## src/rtl/core/gpmtz_pkg.sv

```systemverilog
// Shared types and constants of the grid path trailing zero block.
`timescale 1ns / 1ps

package gpmtz_pkg;

    // Largest supported grid edge and derived counter width
    localparam int MAX_SIZE = 1024;
    localparam int CNT_W    = (MAX_SIZE > 1) ? $clog2(MAX_SIZE) : 1;

    // Field widths
    localparam int CFG_W   = 11;
    localparam int CELL_W  = 31;
    localparam int SUM_W   = 16;
    localparam int COUNT_W = 5;   // up to 30 twos or 13 fives in a 31-bit value
    localparam int RAM_W   = 2 * SUM_W;

    // Sum codes
    localparam logic [SUM_W-1:0] UNREACH = 16'hFFFF;
    localparam logic [SUM_W-1:0] SUM_MAX = 16'hFFFE;

    // Divisibility by five: w * INV5 mod 2^32 <= LIM5 exactly when 5 divides w,
    // and the product is then w / 5
    localparam logic [31:0] INV5 = 32'hCCCC_CCCD;
    localparam logic [31:0] LIM5 = 32'h3333_3333;

    // Sequencer states
    typedef enum logic [1:0] {
        ST_IDLE,
        ST_TWOS,
        ST_FIVES,
        ST_UPDATE
    } t_state;

    // Factor unit mode
    typedef enum logic {
        FM_TWO,
        FM_FIVE
    } t_fmode;

    // Command to the factor unit
    typedef struct packed {
        logic   start;
        t_fmode mode;
    } t_factor_cmd;

    // Status from the factor unit
    typedef struct packed {
        logic               done;
        logic [COUNT_W-1:0] count;
    } t_factor_stat;

endpackage

```

## src/rtl/core/gpmtz_factor.sv

```systemverilog
// Iterative factor counter: strips factors of two or of five, one step a cycle.
`timescale 1ns / 1ps

module gpmtz_factor (
    input  logic                           i_clk,
    input  logic                           i_rst_n,
    input  gpmtz_pkg::t_factor_cmd         i_cmd,
    input  logic [gpmtz_pkg::CELL_W-1:0]   i_value,
    output gpmtz_pkg::t_factor_stat        o_stat
);

    logic                              r_busy;
    logic                              r_done;
    gpmtz_pkg::t_fmode                 r_mode;
    logic [gpmtz_pkg::CELL_W-1:0]      r_work;
    logic [gpmtz_pkg::COUNT_W-1:0]     r_count;

    logic                              n_busy;
    logic                              n_done;
    logic [gpmtz_pkg::CELL_W-1:0]      n_work;
    logic [gpmtz_pkg::COUNT_W-1:0]     n_count;

    logic [3:0]                        nib;
    logic [1:0]                        nib_tz;
    logic [31:0]                       prod5;

    // Trailing zeros of a nonzero nibble
    function automatic logic [1:0] tz_nib(input logic [3:0] v);
        logic [1:0] z;
        priority if (v[0]) z = 2'd0;
        else if (v[1])     z = 2'd1;
        else if (v[2])     z = 2'd2;
        else               z = 2'd3;
        return z;
    endfunction

    assign nib    = r_work[3:0];
    assign nib_tz = tz_nib(nib);
    assign prod5  = 32'({1'b0, r_work} * gpmtz_pkg::INV5);

    // One step of the shared unit
    always_comb begin
        n_busy  = r_busy;
        n_done  = 1'b0;
        n_work  = r_work;
        n_count = r_count;
        if (r_busy) begin
            unique case (r_mode)
                gpmtz_pkg::FM_TWO: begin
                    if (r_work == '0) begin
                        n_busy = 1'b0;
                        n_done = 1'b1;
                    end else if (nib == 4'd0) begin
                        n_work  = r_work >> 4;
                        n_count = r_count + gpmtz_pkg::COUNT_W'(4);
                    end else begin
                        n_work  = r_work >> nib_tz;
                        n_count = r_count + gpmtz_pkg::COUNT_W'(nib_tz);
                        n_busy  = 1'b0;
                        n_done  = 1'b1;
                    end
                end
                gpmtz_pkg::FM_FIVE: begin
                    if (r_work != '0 && prod5 <= gpmtz_pkg::LIM5) begin
                        n_work  = prod5[gpmtz_pkg::CELL_W-1:0];
                        n_count = r_count + gpmtz_pkg::COUNT_W'(1);
                    end else begin
                        n_busy = 1'b0;
                        n_done = 1'b1;
                    end
                end
                default: begin
                    n_busy = 1'b0;
                    n_done = 1'b1;
                end
            endcase
        end
    end

    // Control registers
    always_ff @(posedge i_clk) begin
        if (!i_rst_n) begin
            r_busy <= 1'b0;
            r_done <= 1'b0;
            r_mode <= gpmtz_pkg::FM_TWO;
        end else if (i_cmd.start) begin
            r_busy <= 1'b1;
            r_done <= 1'b0;
            r_mode <= i_cmd.mode;
        end else begin
            r_busy <= n_busy;
            r_done <= n_done;
        end
    end

    // Work value and count
    always_ff @(posedge i_clk) begin
        if (!i_rst_n) begin
            r_work  <= '0;
            r_count <= '0;
        end else if (i_cmd.start) begin
            r_work  <= i_value;
            r_count <= '0;
        end else begin
            r_work  <= n_work;
            r_count <= n_count;
        end
    end

    assign o_stat.done  = r_done;
    assign o_stat.count = r_count;

endmodule

```

## config.mk

```make
export PLATFORM = sky130hd
export DESIGN_NAME = gpmtz_factor
export DESIGN_NICKNAME = d
export VERILOG_FILES = /design/src/rtl/core/gpmtz_pkg.sv /design/src/rtl/core/gpmtz_factor.sv
export SDC_FILE = /design/constraint.sdc
export NUM_CORES = 1
export LEC_CHECK = 0
export BUFFER_PORTS_ARGS = -buffer_cell sky130_fd_sc_hd__buf_2
export CAP_MARGIN = 20
export CORE_MARGIN = 1.5
export CORE_UTILIZATION = 60
export CTS_CLUSTER_DIAMETER = 60
export DETAILED_ROUTE_END_ITERATION = 10
export PLACE_DENSITY = 0.76
export SYNTH_ARGS = -nofsm -noshare
export SYNTH_HDL_FRONTEND = slang
export SYNTH_SLANG_ARGS = --single-unit
```

## constraint.sdc

```tcl
create_clock -name i_clk -period 10.22 [get_ports i_clk]
set_clock_uncertainty 0.05 [all_clocks]
set_input_delay 1.022 -clock i_clk [delete_from_list [all_inputs] [get_ports i_clk]]
set_output_delay 1.022 -clock i_clk [all_outputs]
set_load 0.01 [all_outputs]
```

# Word level (Yosys, flattened, before mapping)
# Cells that the tools add are included.
[classes] addsub=3 n_mul=1 n_lt_le_gt_ge=1 eq_ne=4 n_shift=1 muxes=23 bitwise=3 reduce_logical=9
[op_table] cell="31-bit 2-to-1 mux" n=5
[op_table] cell="31-bit case mux with 2 select lines" n=1
[op_table] cell="32-bit by 30-bit <= comparator with 1-bit output, second input constant" n=1
[op_table] cell="31-bit by 32-bit multiplier with 32-bit output, second input constant" n=1
[op_table] cell="31-bit zero test" n=1
[op_table] cell="31-bit nonzero test" n=1
[op_table] cell="31-bit by 2-bit right shift with 31-bit output" n=1
[op_table] cell="5-bit 2-to-1 mux" n=3
[op_table] cell="5-bit case mux with 2 select lines" n=1
[op_table] cell="1-bit 2-to-1 mux" n=9
[op_table] cell="3-bit AND reduction" n=2
[op_table] cell="5-bit by 1-bit adder with 5-bit output, second input constant" n=1
[op_table] cell="5-bit by 2-bit adder with 5-bit output" n=1
[op_table] cell="5-bit by 3-bit adder with 5-bit output, second input constant" n=1
[op_table] cell="4-bit zero test" n=1
[op_table] cell="2-bit 2-to-1 mux" n=2
[op_table] cell="1-bit case mux with 2 select lines" n=2
[op_table] cell="3-bit by 2-bit != test with 1-bit output, second input constant" n=1
[op_table] cell="3-bit != test, second input constant" n=1
[op_table] cell="1-bit inverter" n=3
[op_table] cell="3-bit OR reduction" n=1
[op_table] cell="2-bit by 1-bit != test with 1-bit output, second input constant" n=1
[op_table] cell="2-bit != test, second input constant" n=1
[op_table] cell="2-bit nonzero test" n=1
[op_table] cell="other kinds (2)" n=2
[totals] reg_bits=39 inputBits=35 output_inout_bits=6 elab_cells=50

# Logic depth before layout (Yosys ltp)
[logic_depth] word_depth=9 ltp_mapped=31 depth_no_buf=28

# Worst setup path before layout
# No wires, ideal clock.
[synth_path] kind="reg-to-reg" startpoint="register r_work[5] (netlist bit)" endpoint="register r_work[17] (netlist bit)" setup_ns=0.133 t_arrival_ns=7.271 required_time_ns=10.037 setup_slack_ns=2.766 stages_incl_launch_ff=31 n_path_buf=2 period_less_slack_ns=7.454 path_cell_list="dfxtp_1 -> inv_1 -> ha_1 -> inv_1 -> ha_1 -> xor2_1 -> xnor2_1 -> ha_1 -> fa_1 -> inv_1 -> fa_1 -> inv_1 -> fa_1 -> fa_1 -> inv_1 -> fa_1 -> inv_1 -> ha_1 -> clkbuf_1 -> a21o_1 -> a21o_1 -> a211oi_1 -> o2111ai_1 -> o211ai_1 -> o2111ai_1 -> a311oi_1 -> a211oi_2 -> a211oi_4 -> buf_6 -> mux2i_1 -> a21oi_1"
[synth_via] elab_chain_cells=6 elab_cells_between_ends=15 classes_between="mul (1); order compare (1); eq/ne (2); shift (1); mux (6); reduce/logical (4)"
[synth_lines] item="from (decl)" line_no="gpmtz_factor.sv:15" source="logic [gpmtz_pkg::CELL_W-1:0] r_work;"
[synth_lines] item="from (signal assigned)" line_no="gpmtz_factor.sv:102" source="r_work <= i_value;"
[synth_lines] item="from (signal assigned)" line_no="gpmtz_factor.sv:105" source="r_work <= n_work;"
[synth_lines] item="branches (longest 6 deep; another with 31-bit by 32-bit multiplier with 32-bit output)"
# Parallel ways; which one is timed is not known. The select of a mux whose other input is x is not followed.
# A chain may end at the register's enable or synchronous reset.

# Worst setup path in the final report
[layout_path] startpoint="register r_work[5] (netlist bit)" endpoint="register r_work[5] (netlist bit)"
# Same word-level chain as after synthesis.

==> metrics.md <==
| Metric | Value |
|---|---|
| Status | finished, final reports clean |
| Fin crit share | 0.850 |
| Post-CTS Setup Inserts | 0 |
| Min-delay src | r_count[4]$_SDFFE_PP0P_ |
| 1st-pass router iterations | 5 |
| Routed len/inst | around 20 µm |
| Port Buffers | 40 |
| Reg-to-reg startpoint | r_work[5]$_SDFFE_PN0P_ |
| Vias in the first global route | between 8000 and 9000 |
| Hold Buf Count CTS | 0 |
| Biggest area consumer among synthesized cells | fa_1 |
| Vert. Die Dim | 136 µm |
| Busiest metal layer after global routing | met2 |
| Routed Antenna Nets | 0 |
| Maximum fanout along the worst path | 14 |
| Mapped Avg Cell Area | roughly 8.7 µm² |
| Final setup violation count | 0 |
| Worst min path class | flop to flop |
| Top FF cell, synth | dfxtp_1 |
| Ys Warns | 0 |
| R2R cell count | 27 |
| Grt total ovfl | 0 |
| Inserted Diodes | 0 |
| RSZ-0062 raised after global routing | false |
| Post-route DRC violation count | 0 |
| Worst setup path startpoint | r_work[5]$_SDFFE_PN0P_ |
| Initial antenna violation count | 0 |
| Routing usage on met3 | 0.0295 |
| H-tree Lvls | 2 |
| Hold Path Depth | 3 |
| Commonest non-fill, non-tap cell in the layout | inv_1 |
| Largest net degree at the start of global routing | 52 |
| Vias per inst | ~6.1 |
| GPL Wtd Cong | slightly below 1 |
| Horiz. Die Dim | 136 µm |
| Post-Layout Cell Count | 1447 |
| Num CTS Buffers | 5 |
| CP arrival | 8.86 ns |
| Met1 Track Usage GR | 0.429 |
| Slew @ Worst Pin | approximately 0.76 ns |
| Worst Hold Path EP | r_count[4]$_SDFFE_PP0P_ |
| Post-Syn Area | 10600 µm² |
| Register area share after synthesis | 0.0735 |
| Cells after Synth | ~1200 |
| Clk_lat worst skew | 0.29 ns |
| R2r setup slk | ~1.5 ns |
| Final nets | 1579 |
| Clock Tree Buf Depth | 2 |
| DR iter-0 viols | 909 |
| P&R area growth vs syn | 4.43% |
| Worst-path clk slew | 0.06 ns |
| Most frequent cells in the layout | inv_1, ha_1, fa_1, a21oi_1, nor2_1 |
| WP data required | a little over 10 ns |
| CP Capture Type | flop |
| Ports | 41 |
| GRT Total Usage | 0.313 |
| Post-synth top area share | 0.239 |
| Slowest cell on crit path | fa_1 |
| Max Freq | around 120 MHz |
| Max transition margin | 0.483 |
| Vias | 8812 |
| Clk sink count | 39 |
| Yosys reg bits | 39 |
| Ys async rst share | 0 |
| Most used cell, CP | fa_1 |
| Setup CP Type | flop to flop |
| Detailed Place HPWL | roughly 24 mm |
| Share of cells above drive strength 1 | 0.0720 |
| Starting Density | 0.614 |
| # fillers | about 1500 |
| Post-CTS Resized | 0 |
| Startpoint types | flop |
| Final hold violations | 0 |
| Number of synthesized flops with an enable pin | 0 |
| Mapped Nets | 1572 |
| Dpl cells | 1439 |
| CTS tree | yes |
| Max incr delay on CP | 0.61 ns |
| Core box area | 17300 µm² |
| Cell Rows | 48 |
| Met2 Usage GRT | 0.506 |
| Yosys cell types | 75 |
| Max Cap Violations | 0 |
| FF-to-FF End | r_work[5]$_SDFFE_PN0P_ |
| Setup TNS | 0 ns |
| Clk Tree Root Cell | clkbuf_16 |
| Final min period | between 8 and 9 ns |
| Fin. max-slew vios | 0 |
| Die ar. | between 15000 and 20000 µm² |
| First-pass GRT wire length | 44.8 mm |
| Synth top area cells | fa_1, ha_1, dfxtp_1, inv_1, mux2i_1 |
| Post-Route WL | between 20 and 30 mm |
==> worst max path at each step <==
stage | to | slack, ns | cells after the start
after detailed placement | r_work[5]$_SDFFE_PN0P_ | 1.65 | 29
final | r_work[5]$_SDFFE_PN0P_ | 1.53 | 27
after CTS | r_work[5]$_SDFFE_PN0P_ | 1.59 | 29
after global placement | r_work[5]$_SDFFE_PN0P_ | 1.22 | 29
after global routing | r_work[5]$_SDFFE_PN0P_ | 1.10 | 29
after floorplan | r_work[17]$_SDFFE_PN0P_ | 2.77 | 30
==> state kept, by name, summed over array words and instances, names as in the netlist <==
name,count
r_count,5
r_work,31
r_done,1
r_mode,1
r_busy,1
==> cells in the mapped netlist (4+ instances only) <==
library cell / count
o21ai_0: 70
o211ai_1: 15
o2111ai_1: 6
mux2_2: 9
a21oi_1: 76
a211oi_1: 24
buf_6: 4
o21ai_1: 4
o21bai_1: 5
ha_1: 196
nor3b_1: 4
dfxtp_1: 39
a211oi_2: 4
nand3b_1: 4
a311oi_1: 4
a21o_1: 13
nand3_1: 21
nor3_1: 14
a31oi_1: 6
and3_1: 6
buf_1: 6
xor2_1: 18
nand4_1: 5
xnor2_1: 36
clkbuf_1: 31
mux2i_1: 45
nor2b_1: 4
nor2_1: 74
fa_1: 127
nand2b_1: 5
buf_2: 6
nand2_1: 60
nor4_1: 6
inv_1: 202
==> kinds of logic (layout without fill, tap and decap cells) <==
family / count (synthesis) / after routing / synth area share
AOI/OAI and AO/OA: 274 / 274 / 0.170
xor gates and xnor gates: 54 / 54 / 0.0445
adders and majority gates: 323 / 323 / 0.470
buffers and inverters: 254 / 262 / 0.0947
DFF: 39 / 39 / 0.0735
muxes: 54 / 54 / 0.0519
and+or+nand+nor: 216 / 216 / 0.0948
==> final cells by class <==
cell class / count / area (µm²) / share of cell area
timing repair buffer: 49 / 275 / 0.0248
tap: 225 / 282 / 0.0254
sequential: 39 / 782 / 0.0705
clock inverter: 2 / 12.5 / 0.00113
multi-input combinational: 921 / 8840 / 0.797
inverter: 205 / 769 / 0.0694
clock buffer: 6 / 129 / 0.0116
==> stage by stage <==
| step | cell area (µm²) | util | setup WS (ns) | hold WS [ns] |
|---|---|---|---|---|
| finish | 11100 | 0.641 | 1.53 | 0.492 |
| global route | 11100 | 0.641 | 1.10 | 0.537 |
| CTS | 11100 | 0.641 | 1.59 | 0.492 |
| detailed placement | 11000 | 0.633 | 1.65 | 0.483 |
| global placement | 10900 | 0.632 | 1.22 | 0.473 |
| floorplan | 10600 | - | 2.77 | 0.425 |
==> critical path: cells and delay by family (launching register included) <==
kind | cells | cell delay, ns
fa+ha+maj | 9 | 4.15
compound gates | 7 | 1.72
simple gates | 3 | 0.70
buf+inv | 5 | 0.67
flops | 1 | 0.48
xor+xnor | 2 | 0.45
mux | 1 | 0.37
==> routing by layer <==
| metal | routed length, µm | up-vias |
|---|---|---|
| met2 | 13200 | 312 |
| met1 | 12000 | 4299 |
| met3 | 1780 | 54 |
| met4 | 1270 | 0 |
| li1 | - | 4147 |
| met5 | 0 | - |
Power is not shown: default switching activity piles up to over one toggle a cycle in this logic, so the estimate is an artifact.
